## config.mk

```make
export PLATFORM = sky130hd
export DESIGN_NAME = uhf_reader_frame_receiver_top
export DESIGN_NICKNAME = d
export VERILOG_FILES = /design/src/hdl/uhfrx_pkg.sv /design/src/hdl/uhf_reader_frame_receiver_top.sv /design/src/hdl/uhfrx_ram.sv /design/src/hdl/uhfrx_dpath.sv /design/src/hdl/uhfrx_ctrl.sv
export SDC_FILE = /design/constraint.sdc
export NUM_CORES = 1
export LEC_CHECK = 0
export ABC_CLOCK_PERIOD_IN_PS = 4400
export BUFFER_PORTS_ARGS = -buffer_cell sky130_fd_sc_hd__buf_2
export CORE_MARGIN = 4
export CORE_UTILIZATION = 45
export CTS_CLUSTER_SIZE = 40
export DETAILED_ROUTE_END_ITERATION = 16
export PLACE_DENSITY = 0.64
export REMOVE_ABC_BUFFERS = 1
export SKIP_LAST_GASP = 1
export SYNTH_ARGS = -nofsm -noshare
export SYNTH_HDL_FRONTEND = slang
export SYNTH_SLANG_ARGS = --single-unit
```

## constraint.sdc

```tcl
create_clock -name clk -period 4.4 [get_ports clk]
set_clock_uncertainty 0.2 [all_clocks]
set_input_delay 1.1 -clock clk [delete_from_list [all_inputs] [get_ports clk]]
set_output_delay 1.1 -clock clk [all_outputs]
set_load 0.005 [all_outputs]
```

## src/hdl/uhfrx_pkg.sv

```systemverilog
// ----------------------------------------------------------------------------
// uhfrx_pkg
// shared constants, codes and handshake structs of the uhf reader frame receiver
// ----------------------------------------------------------------------------
`default_nettype none

package uhfrx_pkg;

    // frame store size and derived widths
    localparam int FRAME_MAX = 128;
    localparam int EPC_MAX   = 12;
    localparam int ADDR_W    = $clog2(FRAME_MAX);
    localparam int CNT_W     = $clog2(FRAME_MAX + 1);
    localparam int ELEN_W    = $clog2(EPC_MAX + 1);

    // framing bytes and command codes
    localparam logic [7:0] START_BYTE    = 8'hBB;
    localparam logic [7:0] END_BYTE      = 8'h7E;
    localparam logic [7:0] CMD_INVENTORY = 8'h22;
    localparam logic [7:0] CMD_ERROR     = 8'hFF;

    // frame layout
    localparam int FRAME_OVERHEAD = 7;
    localparam int TAG_OVERHEAD   = 5;
    localparam int POS_CMD        = 2;
    localparam int POS_LEN_HI     = 3;
    localparam int POS_LEN_LO     = 4;
    localparam int POS_RSSI       = 5;
    localparam int POS_PC_HI      = 6;
    localparam int POS_PC_LO      = 7;
    localparam int POS_EPC        = 8;

    typedef enum logic [1:0] {
        KIND_TAG    = 2'd0,
        KIND_ERROR  = 2'd1,
        KIND_OTHER  = 2'd2,
        KIND_REJECT = 2'd3
    } kind_t;

    typedef enum logic [2:0] {
        ST_IDLE,
        ST_CHECK,
        ST_MISC,
        ST_RD,
        ST_EPC
    } state_t;

    // controller to datapath
    typedef struct packed {
        logic take_byte;
        logic tag_init;
        logic rd_epc;
        logic emit_epc;
        logic emit_misc;
    } ctrl_cmd_t;

    // datapath to controller
    typedef struct packed {
        logic frame_end;
        logic frame_ok;
        logic tag_ok;
        logic epc_last;
        logic out_free;
    } dp_status_t;

endpackage : uhfrx_pkg

`default_nettype wire

```

## src/hdl/uhf_reader_frame_receiver_top.sv

```systemverilog
// ----------------------------------------------------------------------------
// uhf_reader_frame_receiver_top
// deframer for uhf reader replies with additive checksum and tag read split
// ----------------------------------------------------------------------------
// Each request on the input carries one received byte. The block hunts for
// the 0xBB start byte, stores bytes into a 128-entry frame store, and on the
// 0x7E end byte checks the length field (length + 7 bytes) and the 8-bit
// additive checksum. Bad or overlong frames vanish without a result. A good
// inventory reply with 1..12 epc bytes gives one result per epc byte (last
// marks the final one); any other good frame gives one result. A byte that
// does not end a frame is taken without a stall. After an end byte in_stall
// stays high while the frame is checked and, on a good frame, while its
// results are loaded: a non-tag frame passes the check and load states, and
// a tag read passes the check state and then a read state and a load state
// for each epc byte, as the frame store has one read port. The stall also
// lasts while out_stall holds a result back.
// ----------------------------------------------------------------------------
`default_nettype none

module uhf_reader_frame_receiver_top
    import uhfrx_pkg::*;
(
    input  wire logic        clk,
    input  wire logic        rst_n,

    // byte requests
    input  wire logic        in_valid,
    output logic             in_stall,
    input  wire logic [7:0]  rx_byte,
    input  wire logic        restart,

    // result requests
    output logic             out_valid,
    input  wire logic        out_stall,
    output logic [1:0]       kind,
    output logic [7:0]       command,
    output logic signed [7:0] rssi_dbm,
    output logic [15:0]      pc_word,
    output logic [15:0]      tag_crc,
    output logic [3:0]       epc_length,
    output logic [3:0]       epc_index,
    output logic [7:0]       epc_byte,
    output logic             last
);

    // command and status between sequencer and datapath
    ctrl_cmd_t  cmd;
    dp_status_t st;

    // sequencer: byte intake, frame check, result emission
    uhfrx_ctrl u_ctrl (
        .clk      (clk),
        .rst_n    (rst_n),
        .st       (st),
        .cmd      (cmd),
        .in_stall (in_stall)
    );

    // datapath: frame store, checksum, header capture, result register
    uhfrx_dpath u_dpath (
        .clk        (clk),
        .rst_n      (rst_n),
        .in_valid   (in_valid),
        .rx_byte    (rx_byte),
        .restart    (restart),
        .out_stall  (out_stall),
        .cmd        (cmd),
        .st         (st),
        .out_valid  (out_valid),
        .kind       (kind),
        .command    (command),
        .rssi_dbm   (rssi_dbm),
        .pc_word    (pc_word),
        .tag_crc    (tag_crc),
        .epc_length (epc_length),
        .epc_index  (epc_index),
        .epc_byte   (epc_byte),
        .last       (last)
    );

endmodule : uhf_reader_frame_receiver_top

`default_nettype wire

```

## src/hdl/uhfrx_ram.sv

```systemverilog
// ----------------------------------------------------------------------------
// uhfrx_ram
// generic simple dual port ram, one write and one registered read port
// ----------------------------------------------------------------------------
`default_nettype none

module uhfrx_ram #(
    parameter int WIDTH = 8,
    parameter int DEPTH = 128
) (
    input  wire logic                     clk,
    input  wire logic                     we,
    input  wire logic [$clog2(DEPTH)-1:0] waddr,
    input  wire logic [WIDTH-1:0]         wdata,
    input  wire logic                     re,
    input  wire logic [$clog2(DEPTH)-1:0] raddr,
    output logic      [WIDTH-1:0]         rdata
);

    logic [WIDTH-1:0] mem_reg [DEPTH];

    always_ff @(posedge clk)
    begin
        if (we)
        begin
            mem_reg[waddr] <= wdata;
        end
        if (re)
        begin
            rdata <= mem_reg[raddr];
        end
    end

endmodule : uhfrx_ram

`default_nettype wire

```

## src/hdl/uhfrx_dpath.sv

```systemverilog
// ----------------------------------------------------------------------------
// uhfrx_dpath
// byte collection, frame checks, header capture, frame store and result register
// ----------------------------------------------------------------------------
`default_nettype none

module uhfrx_dpath
    import uhfrx_pkg::*;
(
    input  wire logic        clk,
    input  wire logic        rst_n,
    input  wire logic        in_valid,
    input  wire logic [7:0]  rx_byte,
    input  wire logic        restart,
    input  wire logic        out_stall,
    input  wire ctrl_cmd_t   cmd,
    output dp_status_t       st,
    output logic             out_valid,
    output logic [1:0]       kind,
    output logic [7:0]       command,
    output logic signed [7:0] rssi_dbm,
    output logic [15:0]      pc_word,
    output logic [15:0]      tag_crc,
    output logic [3:0]       epc_length,
    output logic [3:0]       epc_index,
    output logic [7:0]       epc_byte,
    output logic             last
);

    // frame collection state
    logic              in_frame_reg, in_frame_next;
    logic [CNT_W-1:0]  count_reg, count_next;
    logic [7:0]        sum_reg, sum_next;
    logic [CNT_W-1:0]  len_reg, len_next;

    // last three data bytes before the end byte
    logic [7:0] h1_reg, h1_next;
    logic [7:0] h2_reg, h2_next;
    logic [7:0] h3_reg, h3_next;

    // header bytes at fixed positions
    logic [7:0] cmd_reg, cmd_next;
    logic [7:0] lhi_reg, lhi_next;
    logic [7:0] llo_reg, llo_next;
    logic [7:0] rssi_reg, rssi_next;
    logic [7:0] pchi_reg, pchi_next;
    logic [7:0] pclo_reg, pclo_next;

    // epc walk
    logic [ELEN_W-1:0] epc_idx_reg, epc_idx_next;
    logic [ELEN_W-1:0] elen_reg, elen_next;

    // result register
    logic              out_valid_reg, out_valid_next;
    kind_t             out_kind_reg, out_kind_next;
    logic [7:0]        out_cmd_reg, out_cmd_next;
    logic [7:0]        out_rssi_reg, out_rssi_next;
    logic [15:0]       out_pc_reg, out_pc_next;
    logic [15:0]       out_crc_reg, out_crc_next;
    logic [3:0]        out_elen_reg, out_elen_next;
    logic [3:0]        out_eidx_reg, out_eidx_next;
    logic [7:0]        out_eb_reg, out_eb_next;
    logic              out_last_reg, out_last_next;

    logic              in_accept;
    logic              hunting;
    logic              start_ok;
    logic [CNT_W-1:0]  count_eff;
    logic [7:0]        sum_eff;
    logic              overflow;
    logic              store;
    logic              is_end;
    logic [15:0]       payload;
    logic [15:0]       elen_full;
    logic              len_ok;
    logic              sum_ok;
    logic              epc_last;
    logic              out_free;
    logic [7:0]        ram_rdata;
    logic [ADDR_W-1:0] ram_raddr;

    assign in_accept = in_valid && cmd.take_byte;
    assign hunting   = restart || !in_frame_reg;
    assign start_ok  = !hunting || (rx_byte == START_BYTE);
    assign count_eff = hunting ? '0 : count_reg;
    assign sum_eff   = hunting ? '0 : sum_reg;
    assign overflow  = (count_eff >= CNT_W'(FRAME_MAX));
    assign store     = in_accept && start_ok && !overflow;
    assign is_end    = (rx_byte == END_BYTE);

    // frame checks on the held registers
    assign payload   = {lhi_reg, llo_reg};
    assign elen_full = payload - 16'(TAG_OVERHEAD);
    assign len_ok    = (len_reg >= CNT_W'(FRAME_OVERHEAD))
                    && (17'(len_reg) == (17'(payload) + 17'(FRAME_OVERHEAD)));
    assign sum_ok    = ((sum_reg - h1_reg) == h1_reg);
    assign epc_last  = (epc_idx_reg == (elen_reg - ELEN_W'(1)));
    assign out_free  = !out_valid_reg || !out_stall;

    assign st.frame_end = store && is_end;
    assign st.frame_ok  = len_ok && sum_ok;
    assign st.tag_ok    = (cmd_reg == CMD_INVENTORY)
                       && (payload >= 16'(TAG_OVERHEAD + 1))
                       && (elen_full <= 16'(EPC_MAX));
    assign st.epc_last  = epc_last;
    assign st.out_free  = out_free;

    assign ram_raddr = ADDR_W'(POS_EPC) + ADDR_W'(epc_idx_reg);

    uhfrx_ram #(
        .WIDTH (8),
        .DEPTH (FRAME_MAX)
    ) u_store (
        .clk   (clk),
        .we    (store),
        .waddr (count_eff[ADDR_W-1:0]),
        .wdata (rx_byte),
        .re    (cmd.rd_epc),
        .raddr (ram_raddr),
        .rdata (ram_rdata)
    );

    always_comb
    begin
        in_frame_next = in_frame_reg;
        count_next    = count_reg;
        sum_next      = sum_reg;
        len_next      = len_reg;
        h1_next       = h1_reg;
        h2_next       = h2_reg;
        h3_next       = h3_reg;
        cmd_next      = cmd_reg;
        lhi_next      = lhi_reg;
        llo_next      = llo_reg;
        rssi_next     = rssi_reg;
        pchi_next     = pchi_reg;
        pclo_next     = pclo_reg;
        if (in_accept)
        begin
            priority if (!start_ok || overflow)
            begin
                in_frame_next = 1'b0;
            end
            else if (is_end)
            begin
                in_frame_next = 1'b0;
                len_next      = count_eff + CNT_W'(1);
            end
            else
            begin
                in_frame_next = 1'b1;
                count_next    = count_eff + CNT_W'(1);
                sum_next      = (count_eff != '0) ? (sum_eff + rx_byte) : sum_eff;
                h1_next       = rx_byte;
                h2_next       = h1_reg;
                h3_next       = h2_reg;
                if (count_eff == CNT_W'(POS_CMD))    cmd_next  = rx_byte;
                if (count_eff == CNT_W'(POS_LEN_HI)) lhi_next  = rx_byte;
                if (count_eff == CNT_W'(POS_LEN_LO)) llo_next  = rx_byte;
                if (count_eff == CNT_W'(POS_RSSI))   rssi_next = rx_byte;
                if (count_eff == CNT_W'(POS_PC_HI))  pchi_next = rx_byte;
                if (count_eff == CNT_W'(POS_PC_LO))  pclo_next = rx_byte;
            end
        end
    end

    always_comb
    begin
        epc_idx_next   = epc_idx_reg;
        elen_next      = elen_reg;
        out_valid_next = out_valid_reg;
        out_kind_next  = out_kind_reg;
        out_cmd_next   = out_cmd_reg;
        out_rssi_next  = out_rssi_reg;
        out_pc_next    = out_pc_reg;
        out_crc_next   = out_crc_reg;
        out_elen_next  = out_elen_reg;
        out_eidx_next  = out_eidx_reg;
        out_eb_next    = out_eb_reg;
        out_last_next  = out_last_reg;

        if (cmd.tag_init)
        begin
            epc_idx_next = '0;
            elen_next    = elen_full[ELEN_W-1:0];
        end

        priority if (cmd.emit_misc)
        begin
            out_valid_next = 1'b1;
            if (cmd_reg == CMD_ERROR)
                out_kind_next = KIND_ERROR;
            else if (cmd_reg == CMD_INVENTORY)
                out_kind_next = KIND_REJECT;
            else
                out_kind_next = KIND_OTHER;
            out_cmd_next  = cmd_reg;
            out_rssi_next = '0;
            out_pc_next   = '0;
            out_crc_next  = '0;
            out_elen_next = '0;
            out_eidx_next = '0;
            out_eb_next   = '0;
            out_last_next = 1'b1;
        end
        else if (cmd.emit_epc)
        begin
            out_valid_next = 1'b1;
            out_kind_next  = KIND_TAG;
            out_cmd_next   = cmd_reg;
            out_rssi_next  = rssi_reg;
            out_pc_next    = {pchi_reg, pclo_reg};
            out_crc_next   = {h3_reg, h2_reg};
            out_elen_next  = 4'(elen_reg);
            out_eidx_next  = 4'(epc_idx_reg);
            out_eb_next    = ram_rdata;
            out_last_next  = epc_last;
            epc_idx_next   = epc_idx_reg + ELEN_W'(1);
        end
        else if (out_valid_reg && !out_stall)
        begin
            out_valid_next = 1'b0;
        end
    end

    always_ff @(posedge clk or negedge rst_n)
    begin
        if (!rst_n)
        begin
            in_frame_reg  <= 1'b0;
            count_reg     <= '0;
            sum_reg       <= '0;
            out_valid_reg <= 1'b0;
        end
        else
        begin
            in_frame_reg  <= in_frame_next;
            count_reg     <= count_next;
            sum_reg       <= sum_next;
            out_valid_reg <= out_valid_next;
        end
    end

    always_ff @(posedge clk)
    begin
        len_reg      <= len_next;
        h1_reg       <= h1_next;
        h2_reg       <= h2_next;
        h3_reg       <= h3_next;
        cmd_reg      <= cmd_next;
        lhi_reg      <= lhi_next;
        llo_reg      <= llo_next;
        rssi_reg     <= rssi_next;
        pchi_reg     <= pchi_next;
        pclo_reg     <= pclo_next;
        epc_idx_reg  <= epc_idx_next;
        elen_reg     <= elen_next;
        out_kind_reg <= out_kind_next;
        out_cmd_reg  <= out_cmd_next;
        out_rssi_reg <= out_rssi_next;
        out_pc_reg   <= out_pc_next;
        out_crc_reg  <= out_crc_next;
        out_elen_reg <= out_elen_next;
        out_eidx_reg <= out_eidx_next;
        out_eb_reg   <= out_eb_next;
        out_last_reg <= out_last_next;
    end

    assign out_valid  = out_valid_reg;
    assign kind       = out_kind_reg;
    assign command    = out_cmd_reg;
    assign rssi_dbm   = $signed(out_rssi_reg);
    assign pc_word    = out_pc_reg;
    assign tag_crc    = out_crc_reg;
    assign epc_length = out_elen_reg;
    assign epc_index  = out_eidx_reg;
    assign epc_byte   = out_eb_reg;
    assign last       = out_last_reg;

    // a result is only loaded when the output slot is free
    a_no_overwrite : assert property (@(posedge clk) disable iff (!rst_n)
        (cmd.emit_epc || cmd.emit_misc) |-> out_free)
        else $error("result loaded while output still held");

    // only one result source at a time
    a_one_source : assert property (@(posedge clk) disable iff (!rst_n)
        !(cmd.emit_epc && cmd.emit_misc))
        else $error("two result sources in one cycle");

    // an end byte always closes the frame
    a_end_closes : assert property (@(posedge clk) disable iff (!rst_n)
        st.frame_end |=> !in_frame_reg)
        else $error("frame still open after end byte");

endmodule : uhfrx_dpath

`default_nettype wire

```

## src/hdl/uhfrx_ctrl.sv

```systemverilog
// ----------------------------------------------------------------------------
// uhfrx_ctrl
// sequencer for frame check and result emission
// ----------------------------------------------------------------------------
`default_nettype none

module uhfrx_ctrl
    import uhfrx_pkg::*;
(
    input  wire logic       clk,
    input  wire logic       rst_n,
    input  wire dp_status_t st,
    output ctrl_cmd_t       cmd,
    output logic            in_stall
);

    state_t state_reg, state_next;

    always_ff @(posedge clk or negedge rst_n)
    begin
        if (!rst_n)
        begin
            state_reg <= ST_IDLE;
        end
        else
        begin
            state_reg <= state_next;
        end
    end

    always_comb
    begin
        state_next = state_reg;
        cmd        = '0;
        unique case (state_reg)
            ST_IDLE:
            begin
                cmd.take_byte = 1'b1;
                if (st.frame_end)
                    state_next = ST_CHECK;
            end
            ST_CHECK:
            begin
                priority if (!st.frame_ok)
                    state_next = ST_IDLE;
                else if (st.tag_ok)
                begin
                    cmd.tag_init = 1'b1;
                    state_next   = ST_RD;
                end
                else
                    state_next = ST_MISC;
            end
            ST_MISC:
            begin
                if (st.out_free)
                begin
                    cmd.emit_misc = 1'b1;
                    state_next    = ST_IDLE;
                end
            end
            ST_RD:
            begin
                cmd.rd_epc = 1'b1;
                state_next = ST_EPC;
            end
            ST_EPC:
            begin
                if (st.out_free)
                begin
                    cmd.emit_epc = 1'b1;
                    state_next   = st.epc_last ? ST_IDLE : ST_RD;
                end
            end
            default:
            begin
                state_next = ST_IDLE;
            end
        endcase
    end

    assign in_stall = !cmd.take_byte;

    // an end byte is always followed by the check step
    a_end_to_check : assert property (@(posedge clk) disable iff (!rst_n)
        st.frame_end |=> (state_reg == ST_CHECK))
        else $error("end byte not followed by frame check");

    // the final epc result returns to byte collection
    a_last_to_idle : assert property (@(posedge clk) disable iff (!rst_n)
        (cmd.emit_epc && st.epc_last) |=> (state_reg == ST_IDLE))
        else $error("epc run did not finish");

    // an epc result always follows a store read
    a_epc_after_rd : assert property (@(posedge clk) disable iff (!rst_n)
        (state_reg == ST_EPC) |-> ($past(state_reg) == ST_RD || $past(state_reg) == ST_EPC))
        else $error("epc result without store read");

endmodule : uhfrx_ctrl

`default_nettype wire

```

==> impl_metrics.toml <==
[synthesis]
synth-async-reset-ratio_pct = 6.73
synth_cell_type_count = 64
synth_largest_area_cell = "edfxtp_1"
synth_top_area_share_pct = 54.7
ys_warn_count = 0
ys_seq_area_share_pct = 68.5
synth_edf_count = 230
ys_ff_latch = 312
syn_area_mm2 = 0.0126
synthCells = 804
synth_area_per_cell_um2 = 15.7
yosys-top-cells-area = "edfxtp_1, dfxtp_1, mux4_2"
synth-main-ff-cell = "edfxtp_1"

[global_route]
overflow = 0
grt_pass1_vias = 7182
grt_pass1_wl_mm = 41.9
grt_max_degree = 41
antenna_found_initial = 3
grt_use_total_pct = 17.4

[setup_path]
crit_arrival_ns = 3.40
worstReg2RegEnd = "u_dpath.u_store.mem_reg[14][6]"
rr_worst_depth = 5
rrSetupSlack_ns = 0.98
endpoint_kind = "flop"
start_kind = "flop"
worst-setup-path-type = "reg2reg"
startpoint = "u_ctrl.state_reg[2]"
rr_startpoint = "u_ctrl.state_reg[2]"
path_max_fanout = 9
worstPathRequired_ns = 4.38

[flow_run]
drv_cap = 0

[power_and_ir_drop]
ir_drop_mv = 0.306
p_leak_nw = 5.31
power_density_mw_per_mm2 = 399
total_power_mw = 5.80

[clocking]
clkSlewWorstSetupHoldPaths_ns = 0.06
cts_resized = 0
htreeDepth = 1
clock_latency_ns = 0.56
clock_sinks = 312
cts_buffer_depth = 3
hold_buffers = 0
cts_tree = "yes"
cts_buffers = 30
root_buffer = "clkbuf_16"
post_cts_buffers = 0

[layout]
largest_register_ffs = 128
num-fill-cells = 2230
diodes = 0
nets = 939
drive_above_1_share_pct = 22.9
synthToLayoutAreaGrowth_pct = 15.0

[detailed_routing]
vias = 7132
routedWlPerCell_um = 20.8
drt-total-wl_mm = 27.2
drc = 0
ant_nets = 0
viasPerCell = 5.47
drt_iter0_drc = 642
first_pass_iters = 6

[sta]
fin_ws_ns = 0.978
relSlewSlack_pct = 46.6
drv_slew = 0
setup_viol = 0
max_freq_mhz = 292
worstMarginPinSlew_ns = 0.798
rsz0062_at_grt = "no"
fin_crit_ns = 3.42
fin_crit_sh_pct = 77.8
finalHoldViolCount = 0

[placed_design]
place.gp.congestion = 0.871
numPortBuffers = 81
pre_cts_slack_ns = 0.794
place.detailed.hpwl_mm = 18.3

[status]
status = "finished, final reports clean"

[floorplan]
die-height_um = 176
start_util_pct = 45.6
die_x_um = 176
die_area_mm2 = 0.0308
num_rows = 61
io_pins = 82
core_mm2 = 0.0277

[hold_path]
worstHoldEndpoint = "u_dpath.h2_reg[7]"
hp-class = "reg2reg"
holdPathStages = 0
worstHoldStart = "u_dpath.h1_reg[7]"
==> worst max-delay path by stage <==
stage / to / slack (ns)
after CTS: u_dpath.u_store.mem_reg[14][6] / 0.94
after floorplan: u_dpath.command[0] / -0.74
after global routing: u_dpath.u_store.mem_reg[22][5] / 0.70
final: u_dpath.u_store.mem_reg[14][6] / 0.98
after global placement: u_dpath.sum_reg[7] / 0.85
after detailed placement: u_dpath.u_store.mem_reg[22][1] / 0.79
==> cells in the final DEF, fill, tap and decap left out, drive strengths merged, types with 19 or more instances in the layout <==
cell type	count
dfrtp	21
mux4	40
a22o	57
clkbuf	44
xor2	19
o21ai	24
ha	23
edfxtp	230
inv	27
nor2	35
nand2	33
xnor2	29
dfxtp	61
buf	103
==> stage by stage <==
stage | utilization, % | setup TNS (ns) | hold WS [ns] | instance area [um2] | instances
after floorplan | - | -7.39 | 0.200 | 12500 | 766
after global placement | 48.8 | 0 | 0.210 | 13500 | 1247
after detailed placement | 48.8 | 0 | 0.206 | 13500 | 1247
after CTS | 52.4 | 0 | 0.218 | 14500 | 1303
after global routing | 52.4 | 0 | 0.220 | 14500 | 1303
final | 52.4 | 0 | 0.216 | 14500 | 1303
==> cell families (layout without fill, tap and decap cells) <==
family                   count (synthesis)  count (layout)  synth area share [%]
flip-flops                             312             312                  68.5
XOR/XNOR                                48              48                  3.39
AND/OR/NAND/NOR                        177             177                  7.74
multiplexers                            51              51                  8.06
adder cells (fa/ha/maj)                 25              25                  2.60
buffers and inverters                   65             186                  2.21
AO/OA/AOI/OAI                          126             126                  7.51
==> critical path: stages (launching register included) <==
cell      delay (ns)
dfrtp_1         0.48
nor3_1          0.63
nand2_1         0.26
nor4_1          0.42
nand3b_1        0.34
nor2_1          0.72
==> layer usage <==
metal  GRT usage, %  part of all wire, %  vias to the layer above
met4           4.58                  1.9                        2
met2           28.5                   47                      234
met5              0                0.029                        -
met3           2.69                  6.3                       42
met1           24.8                   45                     3554
li1               -                    -                     3300
==> cells in the mapped netlist (3+ instances only) <==
library cell and count:
nand2_1 33, a21oi_1 12, nor4_1 11, nand2b_1 9, a22o_1 57, nor2b_1 8
xor2_1 19, inv_1 27, a21o_1 7, dfrtp_1 21, buf_2 7, mux4_2 40
ha_1 23, and2_1 14, a31oi_1 3, or3_1 7, edfxtp_1 230, nor3_1 10
nand4_1 8, nand3_1 15, and4_1 3, nand3b_1 4, o21ai_0 19, nor2_1 35
a211oi_1 3, xnor2_1 28, buf_4 3, dfxtp_1 61, mux2_2 6, o21ai_1 5
clkbuf_1 26, and3_1 5, o31ai_1 4, mux2i_1 5
==> final cells by class <==
class / instances / area [um2] / share of cell area [%]
multi-input combinational: 427 / 3710 / 25.5
sequential: 312 / 8650 / 59.6
inverter: 27 / 101 / 0.697
clock buffer: 44 / 883 / 6.08
tap: 378 / 473 / 3.25
timing repair buffer: 103 / 571 / 3.93
clock inverter: 12 / 135 / 0.930
==> power by group <==
part           switching (mW)  internal (mW)  total (mW)
logic                  0.0573         0.0155      0.0728
clock network            1.07           1.51        2.58
registers             0.00263           3.15        3.15
No activity file was read; power rests on OpenSTA's default activity.
